[src/hdl/rpsm_pkg.sv]
package rpsm_pkg;

    localparam int PIC_W  = 32;
    localparam int TAG_W  = 16;
    localparam int AGE_W  = 32;
    localparam int WORD_W = PIC_W + TAG_W + AGE_W;

    localparam logic [1:0] OP_BEGIN  = 2'd0;
    localparam logic [1:0] OP_REF    = 2'd1;
    localparam logic [1:0] OP_LOOKUP = 2'd2;
    localparam logic [1:0] OP_FINISH = 2'd3;

    localparam logic [1:0] ST_DONE    = 2'd0;
    localparam logic [1:0] ST_SKIPPED = 2'd1;
    localparam logic [1:0] ST_NO_SLOT = 2'd2;

    typedef struct packed {
        logic load;
        logic rd_en;
        logic eval_en;
        logic commit;
    } rpsm_cmd_t;

    typedef struct packed {
        logic out_free;
    } rpsm_stat_t;

endpackage

[src/hdl/reference_picture_slot_manager_unit.sv]
// A result is offered once the input is loaded, the scan has read every slot entry from
// the slot memory, one per cycle, and the drain and commit states have passed. A new item
// is taken only after the last one has committed.
// A waiting result does not block the next input transfer, but it holds back
// the commit of that item and so the transfer after it.
// Reset is asynchronous and active low and clears all slot marks, the age and the current slot.
module reference_picture_slot_manager_unit
    import rpsm_pkg::*;
#(
    parameter int SLOTS = 16
) (
    input  logic             clk,
    input  logic             rst_n,
    input  logic             in_valid,
    output logic             in_stall,
    input  logic [1:0]       opcode,
    input  logic [PIC_W-1:0] pic_id,
    input  logic [TAG_W-1:0] tag,
    input  logic             pic_invalid,
    output logic             out_valid,
    input  logic             out_stall,
    output logic [3:0]       slot_index,
    output logic             hit,
    output logic [1:0]       status
);

    localparam int IDX_W = $clog2(SLOTS);

    rpsm_cmd_t        cmd;
    rpsm_stat_t       stat;
    logic [IDX_W-1:0] rd_addr;
    logic [IDX_W-1:0] eval_idx;

    rpsm_ctrl #(
        .SLOTS(SLOTS)
    ) u_ctrl (
        .clk     (clk),
        .rst_n   (rst_n),
        .in_valid(in_valid),
        .in_stall(in_stall),
        .stat    (stat),
        .cmd     (cmd),
        .rd_addr (rd_addr),
        .eval_idx(eval_idx)
    );

    rpsm_dp #(
        .SLOTS(SLOTS)
    ) u_dp (
        .clk        (clk),
        .rst_n      (rst_n),
        .cmd        (cmd),
        .stat       (stat),
        .rd_addr    (rd_addr),
        .eval_idx   (eval_idx),
        .opcode     (opcode),
        .pic_id     (pic_id),
        .tag        (tag),
        .pic_invalid(pic_invalid),
        .out_valid  (out_valid),
        .out_stall  (out_stall),
        .slot_index (slot_index),
        .hit        (hit),
        .status     (status)
    );

endmodule

[src/hdl/rpsm_ram.sv]
module rpsm_ram #(
    parameter int WIDTH = 8,
    parameter int DEPTH = 16
) (
    input  logic                     clk,
    input  logic                     we,
    input  logic [$clog2(DEPTH)-1:0] waddr,
    input  logic [WIDTH-1:0]         wdata,
    input  logic                     re,
    input  logic [$clog2(DEPTH)-1:0] raddr,
    output logic [WIDTH-1:0]         rdata
);

    logic [WIDTH-1:0] mem [DEPTH];

    always_ff @(posedge clk)
    begin
        if (we)
        begin
            mem[waddr] <= wdata;
        end
        if (re)
        begin
            rdata <= mem[raddr];
        end
    end

endmodule

[src/hdl/rpsm_ctrl.sv]
module rpsm_ctrl
    import rpsm_pkg::*;
#(
    parameter int SLOTS = 16
) (
    input  logic                     clk,
    input  logic                     rst_n,
    input  logic                     in_valid,
    output logic                     in_stall,
    input  rpsm_stat_t               stat,
    output rpsm_cmd_t                cmd,
    output logic [$clog2(SLOTS)-1:0] rd_addr,
    output logic [$clog2(SLOTS)-1:0] eval_idx
);

    localparam int IDX_W = $clog2(SLOTS);
    localparam logic [IDX_W-1:0] LAST_IDX = IDX_W'(SLOTS - 1);

    localparam logic [1:0] S_IDLE   = 2'd0;
    localparam logic [1:0] S_SCAN   = 2'd1;
    localparam logic [1:0] S_DRAIN  = 2'd2;
    localparam logic [1:0] S_COMMIT = 2'd3;

    logic [1:0]       state_reg;
    logic [1:0]       state_next;
    logic [IDX_W-1:0] cnt_reg;
    logic [IDX_W-1:0] cnt_next;
    logic             eval_en_reg;
    logic [IDX_W-1:0] eval_idx_reg;

    always_comb
    begin
        state_next  = state_reg;
        cnt_next    = cnt_reg;
        cmd.load    = 1'b0;
        cmd.rd_en   = 1'b0;
        cmd.eval_en = eval_en_reg;
        cmd.commit  = 1'b0;
        case (state_reg)
            S_IDLE:
            begin
                if (in_valid)
                begin
                    cmd.load   = 1'b1;
                    cnt_next   = '0;
                    state_next = S_SCAN;
                end
            end
            S_SCAN:
            begin
                cmd.rd_en = 1'b1;
                if (cnt_reg == LAST_IDX)
                begin
                    state_next = S_DRAIN;
                end
                else
                begin
                    cnt_next = cnt_reg + 1'b1;
                end
            end
            S_DRAIN:
            begin
                state_next = S_COMMIT;
            end
            S_COMMIT:
            begin
                if (stat.out_free)
                begin
                    cmd.commit = 1'b1;
                    state_next = S_IDLE;
                end
            end
            default:
            begin
                state_next = S_IDLE;
            end
        endcase
    end

    always_ff @(posedge clk or negedge rst_n)
    begin
        if (!rst_n)
        begin
            state_reg    <= S_IDLE;
            cnt_reg      <= '0;
            eval_en_reg  <= 1'b0;
            eval_idx_reg <= '0;
        end
        else
        begin
            state_reg    <= state_next;
            cnt_reg      <= cnt_next;
            eval_en_reg  <= cmd.rd_en;
            eval_idx_reg <= cnt_reg;
        end
    end

    assign rd_addr     = cnt_reg;
    assign eval_idx    = eval_idx_reg;
    assign in_stall    = (state_reg != S_IDLE);

endmodule

[src/hdl/rpsm_dp.sv]
module rpsm_dp
    import rpsm_pkg::*;
#(
    parameter int SLOTS = 16
) (
    input  logic                     clk,
    input  logic                     rst_n,
    input  rpsm_cmd_t                cmd,
    output rpsm_stat_t               stat,
    input  logic [$clog2(SLOTS)-1:0] rd_addr,
    input  logic [$clog2(SLOTS)-1:0] eval_idx,
    input  logic [1:0]               opcode,
    input  logic [PIC_W-1:0]         pic_id,
    input  logic [TAG_W-1:0]         tag,
    input  logic                     pic_invalid,
    output logic                     out_valid,
    input  logic                     out_stall,
    output logic [3:0]               slot_index,
    output logic                     hit,
    output logic [1:0]               status
);

    localparam int IDX_W = $clog2(SLOTS);

    logic [1:0]       op_reg;
    logic [PIC_W-1:0] id_reg;
    logic [TAG_W-1:0] tag_reg;
    logic             inv_reg;

    logic [SLOTS-1:0] valid_reg, valid_next;
    logic [SLOTS-1:0] used_reg, used_next;
    logic [SLOTS-1:0] rsv_reg, rsv_next;
    logic [AGE_W-1:0] gage_reg, gage_next;
    logic [IDX_W-1:0] cur_reg, cur_next;

    logic             mfound_reg, mfound_next;
    logic [IDX_W-1:0] midx_reg, midx_next;
    logic             ffound_reg, ffound_next;
    logic [IDX_W-1:0] fidx_reg, fidx_next;
    logic             bfound_reg, bfound_next;
    logic [IDX_W-1:0] bidx_reg, bidx_next;
    logic [AGE_W-1:0] bage_reg, bage_next;

    logic             out_valid_reg;
    logic [3:0]       slot_reg;
    logic             hit_reg;
    logic [1:0]       status_reg;

    logic [WORD_W-1:0] rdata;
    logic [PIC_W-1:0]  rd_pic;
    logic [AGE_W-1:0]  rd_age;
    logic              we;
    logic [IDX_W-1:0]  waddr;
    logic [WORD_W-1:0] wdata;

    logic             alloc_found;
    logic [IDX_W-1:0] alloc_idx;
    logic [IDX_W-1:0] res_slot;
    logic [IDX_W+3:0] res_slot_ext;
    logic             res_hit;
    logic [1:0]       res_status;

    rpsm_ram #(
        .WIDTH(WORD_W),
        .DEPTH(SLOTS)
    ) u_ram (
        .clk  (clk),
        .we   (we),
        .waddr(waddr),
        .wdata(wdata),
        .re   (cmd.rd_en),
        .raddr(rd_addr),
        .rdata(rdata)
    );

    assign rd_pic = rdata[WORD_W-1 -: PIC_W];
    assign rd_age = rdata[AGE_W-1:0];

    // Scan evaluation: first match, first free slot, oldest unused slot.
    always_comb
    begin
        mfound_next = mfound_reg;
        midx_next   = midx_reg;
        ffound_next = ffound_reg;
        fidx_next   = fidx_reg;
        bfound_next = bfound_reg;
        bidx_next   = bidx_reg;
        bage_next   = bage_reg;
        if (cmd.load)
        begin
            mfound_next = 1'b0;
            ffound_next = 1'b0;
            bfound_next = 1'b0;
        end
        else if (cmd.eval_en)
        begin
            if (!mfound_reg && valid_reg[eval_idx] && (rd_pic == id_reg))
            begin
                mfound_next = 1'b1;
                midx_next   = eval_idx;
            end
            if (!ffound_reg && !valid_reg[eval_idx] && !rsv_reg[eval_idx])
            begin
                ffound_next = 1'b1;
                fidx_next   = eval_idx;
            end
            if (valid_reg[eval_idx] && !used_reg[eval_idx] && !rsv_reg[eval_idx]
                && (!bfound_reg || (rd_age < bage_reg)))
            begin
                bfound_next = 1'b1;
                bidx_next   = eval_idx;
                bage_next   = rd_age;
            end
        end
    end

    assign alloc_found = ffound_reg || bfound_reg;
    assign alloc_idx   = ffound_reg ? fidx_reg : bidx_reg;

    always_comb
    begin
        valid_next = valid_reg;
        used_next  = used_reg;
        rsv_next   = rsv_reg;
        gage_next  = gage_reg;
        cur_next   = cur_reg;
        we         = 1'b0;
        waddr      = alloc_idx;
        wdata      = {id_reg, tag_reg, gage_reg};
        res_slot   = '0;
        res_hit    = 1'b0;
        res_status = ST_DONE;
        case (op_reg)
            OP_BEGIN:
            begin
                if (mfound_reg || alloc_found)
                begin
                    res_slot = mfound_reg ? midx_reg : alloc_idx;
                    res_hit  = mfound_reg;
                    valid_next[res_slot] = 1'b0;
                    rsv_next[res_slot]   = 1'b1;
                    cur_next = res_slot;
                end
                else
                begin
                    res_status = ST_NO_SLOT;
                end
                gage_next = gage_reg + 1'b1;
                used_next = '0;
            end
            OP_REF:
            begin
                if (inv_reg)
                begin
                    res_status = ST_SKIPPED;
                end
                else if (mfound_reg)
                begin
                    we       = 1'b1;
                    waddr    = midx_reg;
                    res_slot = midx_reg;
                    res_hit  = 1'b1;
                    used_next[midx_reg] = 1'b1;
                end
                else if (alloc_found)
                begin
                    we       = 1'b1;
                    waddr    = alloc_idx;
                    res_slot = alloc_idx;
                    valid_next[alloc_idx] = 1'b1;
                    used_next[alloc_idx]  = 1'b1;
                    rsv_next[alloc_idx]   = 1'b0;
                end
                else
                begin
                    res_status = ST_NO_SLOT;
                end
            end
            OP_LOOKUP:
            begin
                if (mfound_reg)
                begin
                    res_slot = midx_reg;
                    res_hit  = 1'b1;
                end
            end
            OP_FINISH:
            begin
                if (inv_reg)
                begin
                    res_status = ST_SKIPPED;
                end
                else if (mfound_reg)
                begin
                    res_slot   = midx_reg;
                    res_hit    = 1'b1;
                    res_status = ST_SKIPPED;
                end
                else if (rsv_reg[cur_reg])
                begin
                    we       = 1'b1;
                    waddr    = cur_reg;
                    res_slot = cur_reg;
                    valid_next[cur_reg] = 1'b1;
                    used_next[cur_reg]  = 1'b1;
                    rsv_next[cur_reg]   = 1'b0;
                end
                else
                begin
                    res_status = ST_NO_SLOT;
                end
            end
            default:
            begin
                res_status = ST_DONE;
            end
        endcase
        if (!cmd.commit)
        begin
            we         = 1'b0;
            valid_next = valid_reg;
            used_next  = used_reg;
            rsv_next   = rsv_reg;
            gage_next  = gage_reg;
            cur_next   = cur_reg;
        end
    end

    assign res_slot_ext = {4'b0000, res_slot};

    always_ff @(posedge clk)
    begin
        if (cmd.load)
        begin
            op_reg  <= opcode;
            id_reg  <= pic_id;
            tag_reg <= tag;
            inv_reg <= pic_invalid;
        end
        midx_reg <= midx_next;
        fidx_reg <= fidx_next;
        bidx_reg <= bidx_next;
        bage_reg <= bage_next;
        if (cmd.commit)
        begin
            slot_reg   <= res_slot_ext[3:0];
            hit_reg    <= res_hit;
            status_reg <= res_status;
        end
    end

    always_ff @(posedge clk or negedge rst_n)
    begin
        if (!rst_n)
        begin
            valid_reg     <= '0;
            used_reg      <= '0;
            rsv_reg       <= '0;
            gage_reg      <= '0;
            cur_reg       <= '0;
            mfound_reg    <= 1'b0;
            ffound_reg    <= 1'b0;
            bfound_reg    <= 1'b0;
            out_valid_reg <= 1'b0;
        end
        else
        begin
            valid_reg  <= valid_next;
            used_reg   <= used_next;
            rsv_reg    <= rsv_next;
            gage_reg   <= gage_next;
            cur_reg    <= cur_next;
            mfound_reg <= mfound_next;
            ffound_reg <= ffound_next;
            bfound_reg <= bfound_next;
            if (cmd.commit)
            begin
                out_valid_reg <= 1'b1;
            end
            else if (!out_stall)
            begin
                out_valid_reg <= 1'b0;
            end
        end
    end

    assign stat.out_free = !out_valid_reg || !out_stall;
    assign out_valid     = out_valid_reg;
    assign slot_index    = slot_reg;
    assign hit           = hit_reg;
    assign status        = status_reg;

endmodule

[config.mk]
export PLATFORM = sky130hd
export DESIGN_NAME = reference_picture_slot_manager_unit
export DESIGN_NICKNAME = d
export VERILOG_FILES = /design/src/hdl/rpsm_pkg.sv /design/src/hdl/reference_picture_slot_manager_unit.sv /design/src/hdl/rpsm_ram.sv /design/src/hdl/rpsm_ctrl.sv /design/src/hdl/rpsm_dp.sv
export SDC_FILE = /design/constraint.sdc
export NUM_CORES = 1
export LEC_CHECK = 0
export BUFFER_PORTS_ARGS = -buffer_cell sky130_fd_sc_hd__clkbuf_2
export CAP_MARGIN = 20
export CORE_MARGIN = 2
export CORE_UTILIZATION = 57
export CTS_CLUSTER_DIAMETER = 120
export DETAILED_ROUTE_END_ITERATION = 6
export HOLD_SLACK_MARGIN = 0.06
export PLACE_DENSITY = 0.85
export REMOVE_ABC_BUFFERS = 1
export SETUP_SLACK_MARGIN = 0.2
export SLEW_MARGIN = 20
export SYNTH_ARGS = -nofsm -noshare
export SYNTH_HDL_FRONTEND = slang
export SYNTH_SLANG_ARGS = --single-unit
[constraint.sdc]
create_clock -name clk -period 6.76 [get_ports clk]
set_input_delay 0.676 -clock clk [delete_from_list [all_inputs] [get_ports clk]]
set_output_delay 0.676 -clock clk [all_outputs]
set_load 0.01 [all_outputs]
Yosys cells after proc, flatten, opt, wreduce, memory -nomap -nowiden
Memory sizes are Yosys's and may differ from the RTL's. A register that Yosys moved wholly into a read port is not among the register bits.
Cells that the tools add are included.
Storage, ports and cells
  register bits: 201
  latch bits: 0
  memory bits (writable): 1280
  bits in read-only memories: 0
  output and inout port bits: 9
  logic and storage cells: 216
  memories: 1
Memory list
  u_dp.u_ram.mem: depth 16, width 80, rd ports 1, clocked after Yosys merged registers in 1, write ports 1, RTL line rpsm_ram.sv:14  | logic [WIDTH-1:0] mem [DEPTH];
Operators by class
  $add $sub $neg: 2
  multipliers: 0
  div/mod/pow operators: 0
  $lt $le $gt $ge: 10
  eq/ne operators: 21
  shifts and indexed selects: 0
  muxes and demuxes: 100
  bitwise operators: 13
  reduce and logical (&&, ||, !) cells: 45
Operators with widths (count)
  $mux W16: 20
  $pmux W16 S3: 3
  $or A16 B16 Y16: 6
  $mux W4: 16
  $and A16 B16 Y16: 3
  $not A16 Y16: 3
  $mux W1: 36
  $add A32 B1 Y32 const B: 1
  $eq A32 B32 Y1: 1
  $lt A32 B32 Y1: 1
  $lt A4 B5 Y1 const B: 5
  $mux W2: 10
  $reduce_and A3 Y1: 6
  $bmux W1 S4: 4
  $demux W1 S4: 4
  $ge A4 B1 Y1 const B: 4
  $pmux W4 S2: 2
  $pmux W4 S4: 1
  $ne A2 B2 Y1 const B: 7
  $reduce_bool A2 Y1: 6
  $logic_and A1 B1 Y1: 11
  $ne A2 B1 Y1 const B: 5
  $reduce_and A9 Y1: 1
  $eq A2 B2 Y1 const B: 4
  16 further kinds: 31

Longest topological paths before layout
Gate-level depths: netlist (run 1).
  depth after elaboration: 11
  gate-level depth with buffers: 9
  mapped depth without buffers: 8

Hierarchy
From an unflattened synthesis (run 1), not the netlist that was laid out.
Unflattened totals
  cells, all modules: 2897
  area total of the unflattened synthesis: 60192.7 um^2
By module, submodules not included
  rpsm_ram: instances 1, cells each 2054, area each 50223.2 um^2, sequential area each 40839.2 um^2
  rpsm_dp: instances 1, cells each 795, area each 9397.8 um^2, sequential area each 5265.0 um^2
  rpsm_ctrl: instances 1, cells each 48, area each 571.8 um^2, sequential area each 275.3 um^2

Least setup slack after synthesis (run 1)
OpenSTA, ideal clock, no wires.
  kind: register to register
  from: register u_dp.cur_reg[0]
  to: memory u_dp.u_ram.mem[12][0] (netlist bit), enable pin
  setup time: 565 ps
  arrival time: 6537 ps
  required time: 6195 ps
  path slack: -342 ps
  stages on the path, launching flop included: 8
  buffers on the path: 1
  period minus slack after synthesis: 7102 ps
  cell sequence: dfrtp_1 buf_6 mux4_2 nand2b_1 a22o_1 a211oi_2 or4b_1 nor3_1
On the way
  cells in the longest elaborated chain, start to end: 9
RTL lines
  start, declared: RTL line rpsm_dp.sv:34  | logic [IDX_W-1:0] cur_reg, cur_next;
  start signal, assigned: RTL line rpsm_dp.sv:272  | cur_reg <= cur_next;
  $bmux W1 S4: RTL line rpsm_dp.sv:199  | else if (rsv_reg[cur_reg])
  $mux W1 (implied by the code): RTL line rpsm_dp.sv:199
  $mux W1: RTL line rpsm_dp.sv:199
  $mux W1: RTL line rpsm_dp.sv:193  | else if (mfound_reg)
  $mux W1: RTL line rpsm_dp.sv:189  | if (inv_reg)
  $pmux W1 S2: RTL line rpsm_dp.sv:133  | case (op_reg)
  $mux W1: RTL line rpsm_dp.sv:218  | if (!cmd.commit)
  $mux W1: RTL line rpsm_ram.sv:18  | if (we)
  $mux W1 (implied by the code): RTL line rpsm_ram.sv:20  | mem[waddr] <= wdata;
  end, declared: RTL line rpsm_ram.sv:14
Parallel ways exist; a longest one is shown, timed or not. The select of a mux whose other input is x is not followed.

Final worst setup path (run 1)
  from: register u_ctrl.eval_idx_reg[0], in the netlist u_ctrl.eval_idx[0]
  to: register u_dp.bidx_reg[2], enable pin
On the way
  cells in the longest elaborated chain, start to end: 7
RTL lines
  start, declared: RTL line rpsm_ctrl.sv:29  | logic [IDX_W-1:0] eval_idx_reg;
  start signal, assigned: RTL line rpsm_ctrl.sv:94  | eval_idx_reg <= cnt_reg;
  $bmux W1 S4: RTL line rpsm_dp.sv:107  | if (valid_reg[eval_idx] && !used_reg[eval_idx] && !rsv_reg[eval_idx]
  $mux W1 (implied by the code): RTL line rpsm_dp.sv:107
  $logic_not A1 Y1: RTL line rpsm_dp.sv:107
  $logic_and A1 B1 Y1: RTL line rpsm_dp.sv:107
  $logic_and A1 B1 Y1 (*): RTL line rpsm_dp.sv:107
  $logic_and A1 B1 Y1 (*): RTL line rpsm_dp.sv:108  | && (!bfound_reg || (rd_age < bage_reg)))
  $reduce_and A3 Y1 (no line) (*)
  end signal, assigned: RTL line rpsm_dp.sv:242  | bidx_reg <= bidx_next;
  end, declared: RTL line rpsm_dp.sv:41  | logic [IDX_W-1:0] bidx_reg, bidx_next;
Mark *: on every way between the ends. The rest lies on a longest branch, timed or not. The select of a mux whose other input is x is not followed.
A chain may end at the register's enable or synchronous reset.

==> results.txt, run 1 <==
- Status: complete, no violations
- Port Buffer Count: 47
* # IOs: 64
- Worst slack on hold paths: 0.146 ns
- For this run, the total global-route usage over all layers was measured as 0.267.
- Total count of hold-check failures in the final report: 0
- Along the worst path, the maximum fanout reaches 32.
* Synthesized-area fraction occupied by and/or/nand/nor cells: 0.0333
* Post-route setup TNS: 0 ns
* Worst path buffer plus inverter count: 1
- Dividing the detail-routed wire length by the instance count gives 29.0 um.
- After synthesis, the largest family of logic cells by area is multiplexers.
- Routed via count: 27900
* Count of distinct cell types in the synthesized netlist: 68
* Share of synthesized area occupied by flip-flops and latches: 0.746
- Derived from the worst setup path, the maximum achievable clock frequency is 233 MHz.
- The clock passes through at most 3 buffers.
- For this run, the post-layout net count is 2985.
- Largest Register: u_dp.u_ram.mem
* Worst setup timing slack at the placement stage: 2.54 ns
- In this run, placement finished with an instance count of 3942.
- The number of global-route vias before repair was 28500.
* Number of nets with antenna violations after routing: 0
- TritonCTS clock tree: built
- Synth Area per Inst: 17.9 um2
* Transition at the pin with the smallest max-transition slack: 1.23 ns
* Number of antenna violations at the first check in global routing: 1
- Complex-gate fraction of the synthesized area: 0.0650
- The number of clock buffers added by TritonCTS is 113.
* Fin crit period: 4.29 ns
* Sort of element at the end of the critical path: flop
* Register bit total from synthesis: 1273
- Number of instances in the synthesized netlist: 2827
- Total grt overflow: 0
- Full die area: 0.0911 mm2
- With fillers left out, the area of the finished cells amounts to 0.0564 mm2.
- CP cell instances: mux4_1 -> mux4_2 -> nand3b_4 -> or3b_1 -> a2111oi_4 -> buf_4
- In this run the cell area of the synthesized design comes to 0.0506 mm2.
- The floorplan has 109 rows.
- Across the VDD grid, the largest voltage drop is 322 uV.
* RSZ-0062 raised after global routing: false
* Commonest cells in the synthesized netlist: sky130_fd_sc_hd__edfxtp_1 (1174), sky130_fd_sc_hd__mux2i_1 (200), sky130_fd_sc_hd__o21ai_0 (146)
- Yosys attributes the largest share of cell area to sky130_fd_sc_hd__edfxtp_1 (70%), sky130_fd_sc_hd__mux4_2 (6.0%), sky130_fd_sc_hd__dfrtp_1 (4.9%), sky130_fd_sc_hd__mux2i_1 (4.0%), sky130_fd_sc_hd__mux2_2 (1.6%).
* First-pass GRT wire length: 179000 um
- Category of cells accounting for the largest share of critical-path delay: multiplexers
* Ys Warns: 0
- The repair_antennas step left the layout with diodes totalling 0.
* Fin worst setup slack: 2.47 ns
- Core area: 0.0881 mm2
- Wires add up to 121000 um.
- Async SR Flop Fraction: 0.0778
- Die Width: 302 um
- Dividing total power by cell area gives a power density of 362 mW/mm2.
* Share of synthesized cell area in full adder, half adder and majority cells: 0.00916
- Proportion of synthesized area in mux cells: 0.121
- sky130_fd_sc_hd__edfxtp_1 is the most common cell in the netlist.
- Number of sinks handled by clock tree synthesis: 1273
* Worst Skew: 0.0511 ns
- Clock latency on the worst-skew pair, taken at its later pin, is 0.71 ns.
- CTS placed an instance of sky130_fd_sc_hd__clkbuf_16 at the clock tree root.
- In the routed layout, each cell is associated on average with a via count of 6.72.
- Entering global routing, the biggest net connects 105 pins.
* Cell taking the most area after synthesis: sky130_fd_sc_hd__edfxtp_1
- Fin crit share: 0.635
* Slowest cell on crit path: sky130_fd_sc_hd__dfrtp_1
- CP Class: flop to flop
- Share of post-route cells with drive strength above 1: 0.173
- The tool flagged a number of max-cap violations equal to 0.
* Initial Util: 0.574
* First-pass iteration count of the detailed router: 6
- Clock input transition at the sequential cells of the worst setup and hold paths: 0.07 ns
- Setup violations remaining at the end of the flow were counted as 0.
* Utilization after layout: 0.640
* Type of the worst min-delay path: input port to flop
- Fillers: 5539
- Sort of element at the start of the critical path: flop
* CP Data Required Time: 7.07 ns
- Max reg flops: 1024
- The die is 302 um tall.
- Final Wtd Congestion: 0.861
- The largest single stage delay on the critical path is 0.91 ns.
- CTS built an H-tree with a depth of 3.
- Xor and xnor area share after synthesis: 0.0109
* Reported leakage power: 19.9 nW
- In this run the tightest slew margin relative to its limit is 0.179.
- After layout, the design draws a total of 20.4 mW.
- Largest registers in the final layout: u_dp.u_ram.mem (1024), u_dp.u_ram.rdata (64)
* Number of DRC markers in iteration 0: 3821
- Data arrives at the worst endpoint at 4.60 ns.
- After the flow finishes, the layout carries non-filler instances totaling 4158.
- Proportion of netlist area held by the largest area contributor: 0.697
* Dpl cell area: 0.0524 mm2
* Number of enable flip-flop cells after synthesis: 1174
- The area growth from synthesis to layout is 11.5%.
* Total area of multi-input combinational cells: 0.0123 mm2
- The final count of pins violating max slew is 0.
- Among all flip-flop cells after synthesis, the most frequent one is sky130_fd_sc_hd__edfxtp_1.
- # DRC: 0
- After legalization and detailed placement, the total HPWL measured 57100 um.
* Flip-flop and latch area: 0.0377 mm2
-- cells by family (layout without fill, tap and decap cells) --
family,Yosys count,in the layout
buf+inv,183,349
fa+ha+maj,37,37
simple gates,352,352
compound gates,501,501
flops,1273,1273
mux,418,418
xor+xnor,63,63
-- power breakdown --
part,switching (mW),leakage [nW],internal [mW]
sequential,0.643,13.1,9.31
combinational,2.15,4.85,1.57
clock,2.84,1.94,3.91
-- worst reg2reg max path: cells and delay by family (launching register included) --
kind | cells | cell delay [ns]
AND/OR/NAND/NOR | 2 | 0.69
AO/OA/AOI/OAI | 1 | 0.54
flip-flops | 1 | 0.91
multiplexers | 2 | 1.22
buffers and inverters | 1 | 0.55
-- cell usage in the layout, fill, tap and decap left out, types with 26 or more instances in the layout --
cell,Yosys,layout
sky130_fd_sc_hd__nand2_1,131,130
sky130_fd_sc_hd__ha_1,37,36
sky130_fd_sc_hd__nor2_1,63,63
sky130_fd_sc_hd__mux4_2,135,135
sky130_fd_sc_hd__mux2_2,73,73
sky130_fd_sc_hd__clkinv_2,0,26
sky130_fd_sc_hd__a221oi_1,64,64
sky130_fd_sc_hd__o21ai_0,146,146
sky130_fd_sc_hd__dfrtp_1,99,95
sky130_fd_sc_hd__clkbuf_2,0,46
sky130_fd_sc_hd__inv_1,47,46
sky130_fd_sc_hd__a21oi_1,113,113
sky130_fd_sc_hd__clkbuf_16,0,115
sky130_fd_sc_hd__edfxtp_1,1174,1174
sky130_fd_sc_hd__a22oi_1,70,70
sky130_fd_sc_hd__mux2i_1,200,200
sky130_fd_sc_hd__xnor2_1,49,49
-- timing repair --
action                     in CTS  in global routing
resized for setup               0                  0
buffers inserted                0                  0
hold buffers                    1                  0
setup endpoints to repair       0                  0
hold endpoints to repair       36                  0
-- per-layer routing --
metal	up-vias	wire length, um	track usage
li1	11500	-	-
met1	14100	44300	0.354
met2	1915	60300	0.446
met3	351	11400	0.0417
met4	2	4710	0.112
met5	-	16	0
-- final timing paths --
path,slack (ns),endpoint,depth (start not counted),start
worst min-delay path,0.15,u_dp.id_reg[8]$_DFFE_PP_,1,pic_id[8]
worst max-delay path,2.47,u_dp.bidx_reg[2]$_DFFE_PP_,6,u_ctrl.eval_idx[0]$_DFF_PN0_
max in group asynchronous,4.85,u_ctrl.rd_addr[3]$_DFFE_PN0P_,3,rst_n
worst min register to register,0.46,u_dp.bage_reg[0]$_DFFE_PP_,0,u_dp.u_ram.rdata[0]$_DFFE_PP_
worst max register to register,2.47,u_dp.bidx_reg[2]$_DFFE_PP_,6,u_ctrl.eval_idx[0]$_DFF_PN0_
min in group asynchronous,0.53,u_dp.valid_reg[6]$_DFFE_PN0P_,2,rst_n
-- cell type report --
cell class / count / share of cell area
Tap cell: 1165 / 0.0259
Multi-Input combinational cell: 1371 / 0.217
Clock inverter: 64 / 0.0147
Sequential cell: 1273 / 0.670
Timing Repair Buffer: 87 / 0.0138
Inverter: 47 / 0.00313
Clock buffer: 151 / 0.0554
Note: power is estimated with default switching activity, not from simulation.
==> run 2: changes to the inputs <==
--- a/config.mk
+++ b/config.mk
@@ -8,11 +8,11 @@
 export BUFFER_PORTS_ARGS = -buffer_cell sky130_fd_sc_hd__clkbuf_2
 export CAP_MARGIN = 20
 export CORE_MARGIN = 2
-export CORE_UTILIZATION = 57
+export CORE_UTILIZATION = 63
 export CTS_CLUSTER_DIAMETER = 120
 export DETAILED_ROUTE_END_ITERATION = 6
 export HOLD_SLACK_MARGIN = 0.06
-export PLACE_DENSITY = 0.85
+export PLACE_DENSITY = 0.89
 export REMOVE_ABC_BUFFERS = 1
 export SETUP_SLACK_MARGIN = 0.2
 export SLEW_MARGIN = 20
==> constraint.sdc (replaced) <==
create_clock -name clk -period 4.2 [get_ports clk]
set_input_delay 0.42 -clock clk [delete_from_list [all_inputs] [get_ports clk]]
set_output_delay 0.42 -clock clk [all_outputs]
set_load 0.01 [all_outputs]
==> results.txt, run 2 (synthesis gave the netlist of run 1 again) <==
- The placed wire-length estimate after detailed placement is 65900 um (+15%).
* Number of DRC markers in iteration 0: 4762 (+25%)
* F_max: 251 MHz (+7.8%)
- Fin crit share: 0.948 (+0.313)
- The number of top-level pins is 64 (unchanged).
- Reported leakage power: 20.2 nW (+1.7%)
- Setup repair after global routing could not meet its margin everywhere.
- Setup-violating endpoint count in the final report: 0 (unchanged)
* Root Driver: sky130_fd_sc_hd__clkbuf_16
- Relative to the synthesized area, the layout overhead comes to 12.8%.
- The residual antenna-violating net count after detailed routing came to 0 (unchanged).
- The number of clock sinks seen by CTS came to 1273 (unchanged).
- The logic gate share of total power is 0.192 (+0.010).
- Power density of the placed cells: 589 mW/mm2 (+62%)
- The post-layout net count came to 3064 (+2.6%).
* Number of global-route vias before repair: 30500 (+7.1%)
* Headroom to the max-slew limit: 0.266 (+0.0871)
- The number of buffers created by CTS is 117 (+3.5%).
- The standard cell core area came to 0.0793 mm2 (-10%).
- Full die area: 0.0825 mm2 (-9.4%)
- Die Width: 287 um (-4.8%)
- Total count of hold-check failures in the final report: 0 (unchanged)
* Fillers: 4197 (-24%)
- The number of DRC violations after detailed routing is 0 (unchanged).
* Maximum number of pins on one net before global-route repair: 88 (-16%)
- Port Buffer Count: 47 (unchanged)
- Clock input transition at the sequential cells of the worst setup and hold paths: 0.06 ns (about the same)
* CP Data Required Time: 4.54 ns (-2.53 ns)
- Worst Skew: 0.0554 ns (+0.00426 ns)
- Number of max-slew violations in the final report: 0 (unchanged)
- Largest driver fanout on the critical path: 27 (-16%)
* Overall global routing resource usage: 0.336 (+0.0689)
- The global route total overflow was 0 (unchanged).
- Type of the worst min-delay path: input port to flop
- Fin crit period: 3.98 ns (-0.310 ns)
* Routed via count: 29900 (+7.2%)
- The cell area after placement is 0.0526 mm2 (+0.46%).
- Arrival time at the worst endpoint: 4.33 ns (-0.27 ns)
* Internal power: 23.8 mW (+61%)
- The switching part of the total came to 0.290 (+0.0143).
- Fin worst setup slack: 0.217 ns (-2.25 ns)
- The share of the core filled with cells came to 0.720 (+0.0798).
* Most frequent cells in the layout: sky130_fd_sc_hd__edfxtp_1 (1174), sky130_fd_sc_hd__mux2i_1 (200), sky130_fd_sc_hd__o21ai_0 (146), sky130_fd_sc_hd__mux4_2 (135), sky130_fd_sc_hd__nand2_1 (130)
- By startpoint and endpoint, the worst setup path is classified as flop to flop.
- Share of post-route cells with drive strength above 1: 0.179 (+0.00558)
* First-pass GRT wire length: 201000 um (+12%)
- Number of H-tree branching levels: 3 (unchanged)
- Total area of multi-input combinational cells: 0.0122 mm2 (about the same)
- The starting density of the core was 0.638 (+0.0640).
- The die height is 287 um (-4.8%).
- Sort of element at the start of the critical path: flop
- In the final layout, the registers with the most flip-flops are u_dp.u_ram.mem (1024), u_dp.u_ram.rdata (64).
- Worst setup timing slack at the placement stage: 0.190 ns (-2.35 ns)
- Commonest non-fill, non-tap cell in the layout: sky130_fd_sc_hd__edfxtp_1
- The finished layout cell area is 0.0570 mm2 (+1.2%).
* Total detailed-routing wirelength: 137000 um (+14%)
- TritonCTS clock tree: built
- The peak ir drop on the vdd network was 458 uV (+42%).
* Sort of element at the end of the critical path: flop
* Transition at the pin with the smallest max-transition slack: 1.10 ns (-0.131 ns)
* Row count: 103 (-5.5%)
- The flow ran to the end, and the final reports show no timing, DRC or antenna violations.
- Max reg flops: 1024 (unchanged)
- Largest Register: u_dp.u_ram.mem
- Clock Power Share: 0.330 (about the same)
* Final Wtd Congestion: 0.913 (+6.0%)
- WL/cell: 33.2 um (+15%)
- Maximum number of buffers from clock root to sink: 3 (unchanged)
- Max-cap violations: 0 (unchanged)
* First-pass iteration count of the detailed router: 6 (unchanged)
* Insertion delay to the later sink of the worst-skew pair: 0.73 ns (+0.02 ns)
- Avg Vias per Cell: 7.26 (+8.1%)
* Flip-flop and latch area: 0.0377 mm2 (unchanged)
* Number of antenna violations at the first check in global routing: 2 (+1)
* Sequential group share of total power: 0.478 (-0.010)
* NetSw: 9.73 mW (+73%)
## run 2: cell type report
class / instances / area share
antenna: 2 / 0.0000878
tap: 1050 / 0.0230
clock buffer: 145 / 0.0543
inverter: 47 / 0.00309
clock inverter: 75 / 0.0155
timing repair buffer: 162 / 0.0276
sequential: 1273 / 0.662
multi-input combinational: 1371 / 0.215
## run 2: layer usage
layer	up-vias	track usage	part of all wire
met1	14900	0.426	0.33
met2	2852	0.555	0.50
li1	11700	-	-
met5	-	0	0.00012
met3	535	0.0715	0.12
met4	2	0.168	0.052
## run 2: worst max-delay path, cell delays in order (launching register included)
cell,delay (ns)
sky130_fd_sc_hd__dfrtp_1,0.59
sky130_fd_sc_hd__mux4_2,0.57
sky130_fd_sc_hd__a2bb2oi_1,0.19
sky130_fd_sc_hd__a31o_2,0.26
sky130_fd_sc_hd__a222oi_1,0.70
sky130_fd_sc_hd__nand4b_1,0.41
sky130_fd_sc_hd__nor3_2,0.56
sky130_fd_sc_hd__buf_12,0.30
## run 2: path summary, 6_finish.rpt
kind	slack [ns]	endpoint	depth (start not counted)	from
worst max register to register	0.22	u_dp.u_ram.mem[2][13]$_DFFE_PP_	7	u_dp.cur_reg[0]$_DFFE_PN0P_
worst min register to register	0.46	u_dp.bage_reg[10]$_DFFE_PP_	0	u_dp.u_ram.rdata[10]$_DFFE_PP_
max in group asynchronous	2.85	u_dp.gage_reg[6]$_DFFE_PN0P_	3	rst_n
worst max-delay path	0.22	u_dp.u_ram.mem[2][13]$_DFFE_PP_	7	u_dp.cur_reg[0]$_DFFE_PN0P_
min in group asynchronous	0.29	u_dp.rsv_reg[2]$_DFFE_PN0P_	2	rst_n
worst min-delay path	0.16	u_ctrl.rd_addr[3]$_DFFE_PN0P_	3	in_valid
## run 2: through the flow
step            TNS, ns  hold WS [ns]  cells  power, mW
2_1_floorplan  -3707.63         0.124   2691       19.7
3_3_place_gp          0         0.436   3863       22.0
3_5_place_dp          0         0.442   3863       22.3
4_1_cts               0         0.139   4120       33.4
5_1_grt               0         0.170   4124       34.4
6_report              0         0.162   4125       33.6
## run 2: power by group through the flow
stage | Combinational, mW | Clock, mW | Sequential [mW]
2_1_floorplan | 3.59 | 0 | 16.1
3_3_place_gp | 5.81 | 0 | 16.2
3_5_place_dp | 6.05 | 0 | 16.2
4_1_cts | 6.31 | 11.1 | 16.0
5_1_grt | 6.75 | 11.5 | 16.1
6_report | 6.43 | 11.1 | 16.1
## run 2: what timing repair did
item	CTS	global route
setup endpoints to repair	9	512
pin swaps	1	3
gates resized for setup	0	6
gates cloned	0	1
hold endpoints to repair	81	0
buffers inserted	0	2
hold buffers	37	0
